==> config.mk <==
export PLATFORM = sky130hd
export DESIGN_NAME = abv_div
export DESIGN_NICKNAME = d
export VERILOG_FILES = /design/src/design/abv_pkg.sv /design/src/design/abv_div.sv
export SDC_FILE = /design/constraint.sdc
export NUM_CORES = 1
export LEC_CHECK = 0
export BUFFER_PORTS_ARGS = -buffer_cell sky130_fd_sc_hd__buf_4
export CORE_MARGIN = 3
export CORE_UTILIZATION = 54
export DETAILED_ROUTE_END_ITERATION = 10
export PLACE_DENSITY = 0.8
export SETUP_SLACK_MARGIN = 0.3
export SLEW_MARGIN = 20
export SYNTH_ARGS = -nofsm -noshare
export SYNTH_HDL_FRONTEND = slang
export SYNTH_SLANG_ARGS = --single-unit
==> constraint.sdc <==
create_clock -name clk -period 5.7 [get_ports clk]
set_input_delay 0.855 -clock clk [delete_from_list [all_inputs] [get_ports clk]]
set_output_delay 0.855 -clock clk [all_outputs]
set_load 0.05 [all_outputs]
==> src/design/abv_pkg.sv <==
// Package for the animated bounded value block: request and result types,
// operation codes, register indexes and fixed constants.
// Used by abv_div and animated_bounded_value.
`timescale 1ns / 1ps
`default_nettype none

package abv_pkg;

    // Width of the divisor and remainder of the shared divider.
    localparam int DVS_W = 33;

    localparam logic [31:0] INT_MIN = 32'h8000_0000;
    localparam logic [31:0] INT_MAX = 32'h7FFF_FFFF;

    // Half pi with 30 fraction bits.
    localparam longint unsigned HALF_PI_Q30 = 64'd1686629713;

    localparam logic [1:0] FUNC_SET    = 2'd0;
    localparam logic [1:0] FUNC_MODIFY = 2'd1;
    localparam logic [1:0] FUNC_READ   = 2'd2;

    localparam logic [2:0] CFG_MIN_VALUE      = 3'd0;
    localparam logic [2:0] CFG_MAX_VALUE      = 3'd1;
    localparam logic [2:0] CFG_WRAP_ENABLE    = 3'd2;
    localparam logic [2:0] CFG_RAMP_DELTA     = 3'd3;
    localparam logic [2:0] CFG_RAMP_PERIOD_MS = 3'd4;
    localparam logic [2:0] CFG_WAVE_AMPLITUDE = 3'd5;
    localparam logic [2:0] CFG_WAVE_PERIOD_MS = 3'd6;

    typedef struct packed {
        logic [1:0]         func;
        logic signed [31:0] operand;
        logic [31:0]        time_ms;
    } abv_req_t;

    typedef struct packed {
        logic signed [31:0] value_out;
        logic               notify;
        logic signed [31:0] notify_value;
    } abv_rsp_t;

endpackage

`default_nettype wire

==> src/design/abv_div.sv <==
// Shared restoring divider, one quotient bit per cycle, unsigned.
// A narrow request divides a DVS_W-bit dividend, a wide one a DIV_W-bit dividend.
// Depends on abv_pkg.
`timescale 1ns / 1ps
`default_nettype none

module abv_div #(
    parameter int DIV_W = 45
) (
    input  wire logic                       clk,
    input  wire logic                       rst_n,
    input  wire logic                       start,
    input  wire logic                       wide,
    input  wire logic [DIV_W-1:0]           dividend,
    input  wire logic [abv_pkg::DVS_W-1:0]  divisor,
    output logic                            done,
    output logic [DIV_W-1:0]                quotient,
    output logic [abv_pkg::DVS_W-1:0]       remainder
);
    import abv_pkg::*;

    localparam int CNT_W = $clog2(DIV_W + 1);

    logic [DIV_W-1:0] q_reg, q_next;
    logic [DVS_W-1:0] rem_reg, rem_next;
    logic [DVS_W-1:0] dvs_reg, dvs_next;
    logic [CNT_W-1:0] cnt_reg, cnt_next;
    logic             done_reg, done_next;
    logic [DVS_W:0]   shifted;
    logic [DVS_W:0]   trial;

    always_comb
    begin
        q_next    = q_reg;
        rem_next  = rem_reg;
        dvs_next  = dvs_reg;
        cnt_next  = cnt_reg;
        done_next = 1'b0;
        shifted   = {rem_reg, q_reg[DIV_W-1]};
        trial     = shifted - {1'b0, dvs_reg};
        if (start)
        begin
            // A narrow dividend is moved to the top so that the same shift works.
            q_next   = wide ? dividend : (dividend << (DIV_W - DVS_W));
            rem_next = '0;
            dvs_next = divisor;
            cnt_next = wide ? CNT_W'(DIV_W) : CNT_W'(DVS_W);
        end
        else if (cnt_reg != '0)
        begin
            if (shifted >= {1'b0, dvs_reg})
            begin
                rem_next = trial[DVS_W-1:0];
                q_next   = {q_reg[DIV_W-2:0], 1'b1};
            end
            else
            begin
                rem_next = shifted[DVS_W-1:0];
                q_next   = {q_reg[DIV_W-2:0], 1'b0};
            end
            cnt_next = cnt_reg - 1'b1;
            if (cnt_reg == CNT_W'(1))
            begin
                done_next = 1'b1;
            end
        end
    end

    always_ff @(posedge clk or negedge rst_n)
    begin
        if (!rst_n)
        begin
            cnt_reg  <= '0;
            done_reg <= 1'b0;
        end
        else
        begin
            cnt_reg  <= cnt_next;
            done_reg <= done_next;
        end
    end

    always_ff @(posedge clk)
    begin
        q_reg   <= q_next;
        rem_reg <= rem_next;
        dvs_reg <= dvs_next;
    end

    assign done      = done_reg;
    assign quotient  = q_reg;
    assign remainder = rem_reg;

endmodule

`default_nettype wire

==> results of run 1 <==
==> stage by stage <==
step	std cells	utilization
CTS	998	0.710
global route	998	0.710
global placement	966	0.665
floorplan	668	-
detailed placement	966	0.665
finish	998	0.710
==> area by class of cell <==
type | instances | share of cell area
sequential | 118 | 0.370
timing repair buffer | 163 | 0.142
multi-input combinational | 471 | 0.380
clock inverter | 10 | 0.00946
inverter | 46 | 0.0201
clock buffer | 22 | 0.0540
tap | 168 | 0.0245
==> per-layer routing <==
metal	vias up	GRT usage	wire, µm
met5	-	0	0
met4	0	0.0996	481
met3	46	0.0951	1460
met2	226	0.445	8810
met1	2692	0.323	7430
li1	2732	-	-
==> worst reg2reg max path: cells and delay by family, from the launching register on <==
| family | cells | cell delay [ps] |
|---|---|---|
| buf+inv | 3 | 640 |
| fa+ha+maj | 2 | 410 |
| simple gates | 1 | 210 |
| flops | 1 | 350 |
| compound gates | 8 | 1680 |
==> path summary, 6_finish.rpt <==
kind / slack, ps / cells after the start / end / startpoint
min in group clk: 490 / 2 / remainder[15] / remainder[15]
min reg2reg: 490 / 2 / remainder[15] / remainder[15]
min: 240 / 1 / cnt_reg[0] / rst_n
max: 2280 / 14 / remainder[32] / quotient[44]
max in group asynchronous: 5340 / 1 / cnt_reg[2] / rst_n
max reg2reg: 2280 / 14 / remainder[32] / quotient[44]
==> power breakdown <==
part	leakage [nW]	internal, W	switching [W]	total [W]
sequential	1.15	0.000981	0.0000337	0.00101
combinational	2.36	0.000158	0.000282	0.000439
clock	0.255	0.000614	0.000375	0.000989
total	3.76	0.00175	0.000690	0.00244
==> Yosys cell counts, drive strengths merged, types with 3 or more instances <==
library cell / count
nor3: 9
xor2: 11
mux2i: 56
nor2b: 6
a22o: 13
o221ai: 5
a31oi: 10
o21bai: 8
and3: 10
dfxtp: 33
xnor2: 19
edfxtp: 78
nand4: 3
clkbuf: 22
o21ai: 49
ha: 35
o211ai: 3
dfrtp: 7
a21o: 9
buf: 11
a21oi: 65
a221o: 5
o21a: 6
a211oi: 3
inv: 46
nand2: 59
and2: 5
nand3: 7
nor2: 48
==> cell families (layout without fill, tap and decap cells) <==
family | count (synthesis) | count (layout) | synth area share
compound gates | 192 | 192 | 0.187
xor+xnor | 30 | 30 | 0.0388
fa+ha+maj | 36 | 36 | 0.0677
mux | 57 | 57 | 0.0845
simple gates | 156 | 156 | 0.104
buf+inv | 79 | 241 | 0.0482
flops | 118 | 118 | 0.470
==> flow_summary_export.csv, run 1 <==
group,metric,value,unit
timing,tightest_slew,1120,ps
worst_setup_path,critical_path_class,"register to register",
worst_setup_path,crit_arrival,3720,ps
final_layout,multi_input_area,0.00327,mm²
global_route,grt_remaining_overflow,0,
pwr,p_per_area,284,mW/mm²
final_layout,fin_nets,935,
yosys,synthTopCellsByArea,"edfxtp_1 35%, dfxtp_1 9.8%, mux2i_1 8.3%",
global_route,grt_usage,0.268,
die,pin_count,161,
yosys,synth_top_area_cell,"edfxtp_1",
final_layout,num_antenna_cells,0,
placed_design,preCtsSetupSlack,2300,ps
final_layout,areaGrowthSynthToFinish,27.0,%
die,rows,40,
clock_network,cts_sinks,118,
clock_network,post_cts.repair.setup_buffers,0,
placed_design,postPlaceCellArea,0.00805,mm²
global_route,grt_pass1_wl,29800,µm
final_layout,design_area,0.00860,mm²
yosys,syn_area_per_cell,10.1,µm²
die,start_util,0.559,
detailed_routing,vias_per_cell,5.71,
pwr,irDropWorstVdd,0.270,mV
clock_network,clk_path_buf_depth,2,
pwr,p_leak,3.76,nW
timing,setup_viol,0,
yosys,syn-cell-area,0.00677,mm²
die,die_h,118,µm
yosys,synth_top_area_share,0.346,
yosys,syn-num-nets,786,
detailed_routing,routed_wl,18200,µm
worst_setup_path,worstSetupStartpointType,"register",
worst_setup_path,critPathTopFamily,"compound AO/OA/AOI/OAI gates",
detailed_routing,drc,0,
worst_setup_path,cp.buffers_inverters,3,
worst_setup_path,worstPathMaxFanout,33,
timing,fmax,293,MHz
worst_setup_path,max_stage_delay,510,ps
timing,setup_ws,2280,ps
worst_setup_path,critPathCaptureType,"register",
detailed_routing,ant_nets,0,
pwr,fin_total_pwr,0.00244,W
yosys,synth_cells,668,
worst_setup_path,crit_top_cell,"inv_1",
clock_network,clk_root_buffer_cell,"clkbuf_16",
global_route,grt_max_degree,57,
worst_setup_path,slowest_stage,"buf_4",
run_status,status,"finished, final reports clean",
clock_network,path_clk_slew,50,ps
die,die_w,118,µm
final_layout,largest_reg_flops,45,
yosys,yosysSeqAreaShare,0.470,
detailed_routing,drt-pass1-iter-count,5,
final_layout,layout-drive-gt1-share,0.245,
timing,hold_violations,0,
final_layout,final_cell_mix,"163 x buf_4, 78 x edfxtp_1, 65 x a21oi_1",
final_layout,final_common_cell,"buf_4",
clock_network,cts_tree,"built",
timing,fin_setup_tns,0,ps
worst_setup_path,path_cells,"inv_1, ha_1, inv_1, fa_1, a21oi_1, o21ai_0, o21ai_1, a41o_1, o21ba_1, a21bo_1, a31oi_4, buf_4, nor2_1, a221o_1",
timing,finalCritPeriodShare,0.599,
clock_network,ctsHoldBuffers,0,
yosys,synth-edff-count,78,
timing,rsz0062_at_grt,"false",
timing,hold_ws,239,ps
yosys,ys.flop_type,"edfxtp_1",
yosys,synth.distinct_cells,59,
die,coreArea,0.0121,mm²
global_route,antenna_found_initial,0,
placed_design,place_hpwl,13200,µm
timing,maxSlewViolCount,0,
timing,fin_skew,8.67,ps
clock_network,cts_buffers,17,
die,die_area,0.0139,mm²
placed_design,port_buffers,160,
detailed_routing,drt_iter0_markers,354,
worst_setup_path,required,6000,ps
yosys,yosysWarnings,0,
job,drv_cap,0,
clock_network,clk_latency,420,ps
final_layout,fillers,911,
final_layout,layout.area.seq,0.00318,mm²
hold_path,hold_path_class,"primary input to asynchronous set/reset pin",
yosys,async_flop_share,0.0593,
global_route,grt_pass1_vias,5933,
detailed_routing,post_drt_wl_per_cell,18.2,µm
timing,min_period,3420,ps
placed_design,gp_congestion,0.914,
detailed_routing,vias,5696,
yosys,ys_seq_elements,118,
timing,slew_headroom,0.254,
clock_network,cts_resized,0,
clock_network,htreeDepth,4,
No activity file was read; power rests on OpenSTA's default activity.
==> inputs of run 2 (changes only) <==
- clock period: 5.7 -> 3.45 ns (I/O delays scaled with it)
==> flow_summary_export.csv, run 2 (same netlist as run 1, synthesis figures left out) <==
group,metric,value,unit
die,pin_count,161,
final_layout,fin_nets,957,
detailed_routing,drt-pass1-iter-count,6,
worst_setup_path,rrSetupSlack,380,ps
timing,tightest_slew,1010,ps
detailed_routing,drc,0,
final_layout,fillers,861,
clock_network,clk_path_buf_depth,2,
placed_design,postPlaceCellArea,0.00815,mm²
pwr,irDropWorstVdd,0.375,mV
die,die_w,118,µm
timing,slew_headroom,0.330,
clock_network,path_clk_slew,70,ps
detailed_routing,ant_nets,0,
final_layout,final_cell_mix,"180 x buf_4, 78 x edfxtp_1, 64 x a21oi_1",
timing,setup_ws,376,ps
global_route,grt_pass1_wl,30200,µm
final_layout,design_area,0.00891,mm²
hold_path,hold_path_class,"primary input to register",
global_route,grt_usage,0.271,
placed_design,place_hpwl,13500,µm
detailed_routing,vias,5870,
run_status,status,"finished, final reports clean",
die,start_util,0.559,
timing,maxSlewViolCount,0,
worst_setup_path,reg2reg_depth,11,
global_route,grt_pass1_vias,5930,
worst_setup_path,critical_path_class,"register to register",
worst_setup_path,worstSetupStartpointType,"register",
worst_setup_path,critPathTopFamily,"compound AO/OA/AOI/OAI gates",
detailed_routing,drt_iter0_markers,452,
timing,fin_setup_tns,0,ps
worst_setup_path,cp.buffers_inverters,1,
timing,fmax,325,MHz
clock_network,cts_tree,"built",
worst_setup_path,max_stage_delay,400,ps
die,rows,40,
global_route,grtUsageMet1,0.329,
timing,setup_viol,0,
pwr,p_leak,3.89,nW
global_route,grt_remaining_overflow,0,
worst_setup_path,reg2reg_from,"dvs_reg[1]",
final_layout,largest_reg_flops,45,
timing,fin_skew,11.6,ps
worst_setup_path,critPathCaptureType,"register",
timing,rsz0062_at_grt,"false",
die,coreArea,0.0121,mm²
worst_setup_path,r2r-end,"remainder[31]",
die,die_h,118,µm
placed_design,gp_congestion,0.966,
pwr,fin_total_pwr,0.00415,W
clock_network,clk_root_buffer_cell,"clkbuf_16",
hold_path,holdPathStages,1,
worst_setup_path,path_cells,"inv_1, ha_1, nor2b_1, o31a_1, o21ai_2, o211ai_1, a31oi_2, o21bai_1, o41ai_1, xnor2_1, a221o_1",
job,drv_cap,0,
final_layout,final_common_cell,"buf_4",
final_layout,layout.area.seq,0.00318,mm²
final_layout,layout-drive-gt1-share,0.288,
global_route,grtUsageMet2,0.451,
worst_setup_path,slowest_stage,"o41ai_1",
timing,hold_violations,0,
placed_design,port_buffers,160,
global_route,grt_max_degree,79,
pwr,p_per_area,466,mW/mm²
clock_network,cts_buffers,17,
die,die_area,0.0139,mm²
timing,hold_ws,263,ps
worst_setup_path,crit_arrival,3390,ps
clock_network,clk_latency,430,ps
worst_setup_path,required,3760,ps
clock_network,htreeDepth,4,
hold_path,hold_end,"dvs_reg[12]",
final_layout,multi_input_area,0.00334,mm²
timing,finalCritPeriodShare,0.891,
worst_setup_path,worstPathMaxFanout,4,
detailed_routing,vias_per_cell,5.75,
detailed_routing,post_drt_wl_per_cell,18.5,µm
final_layout,areaGrowthSynthToFinish,31.6,%
global_route,gr-usage-met3,0.0889,
clock_network,cts_sinks,118,
placed_design,preCtsSetupSlack,89.8,ps
global_route,antenna_found_initial,0,
timing,min_period,3070,ps
final_layout,num_antenna_cells,0,
worst_setup_path,startpoint,"dvs_reg[1]",
hold_path,min_from,"divisor[12]",
detailed_routing,routed_wl,18900,µm
global_route,grt_busiest_layer,"met2",
run 2: changes by cell type in the layout (fill, tap and decap cells not counted), sizes merged:
cell	delta
dlygate4sd3	+1
inv	+4
clkbuf	-4
clkinv	+1
buf	+20
run 2: area by class of cell:
class	count	area share
Tap cell	168	0.0236
Inverter	46	0.0194
Multi-Input combinational cell	471	0.375
Clock buffer	17	0.0478
Sequential cell	118	0.357
Clock inverter	15	0.0164
Timing Repair Buffer	185	0.161
run 2: per-layer routing:
layer,routed length (µm),vias to the layer above,part of all wire
li1,-,2781,-
met3,1450,30,0.077
met4,384,0,0.020
met2,9310,240,0.49
met1,7730,2819,0.41
met5,0,-,0
run 2: worst max path at each step:
stage | to | slack (ps) | cells after the start
CTS | remainder[32] | 280 | 13
global route | remainder[0] | 280 | 14
detailed placement | remainder[15] | 90 | 14
global placement | remainder[17] | 190 | 14
finish | remainder[31] | 380 | 11
floorplan | remainder[32] | 350 | 13
run 2: report_power, final:
group,internal (W),leakage [nW],switching (W)
logic,0.000282,2.47,0.000478
clock network,0.00100,0.268,0.000707
registers,0.00162,1.15,0.0000577
run 2: stage by stage:
stage / util / instances
final: 0.735 / 1020
after CTS: 0.722 / 1014
after detailed placement: 0.673 / 979
after global routing: 0.735 / 1020
after floorplan: - / 668
after global placement: 0.673 / 979
run 2: repair_timing:
| action | in CTS | in global routing |
|---|---|---|
| pin swaps | 1 | 10 |
| gates resized for setup | 2 | 26 |
| endpoints found under the setup margin | 25 | 34 |
| endpoints found under the hold margin | 7 | 0 |
| hold buffers | 1 | 0 |
| cloned | 0 | 1 |
| setup buffers | 2 | 5 |
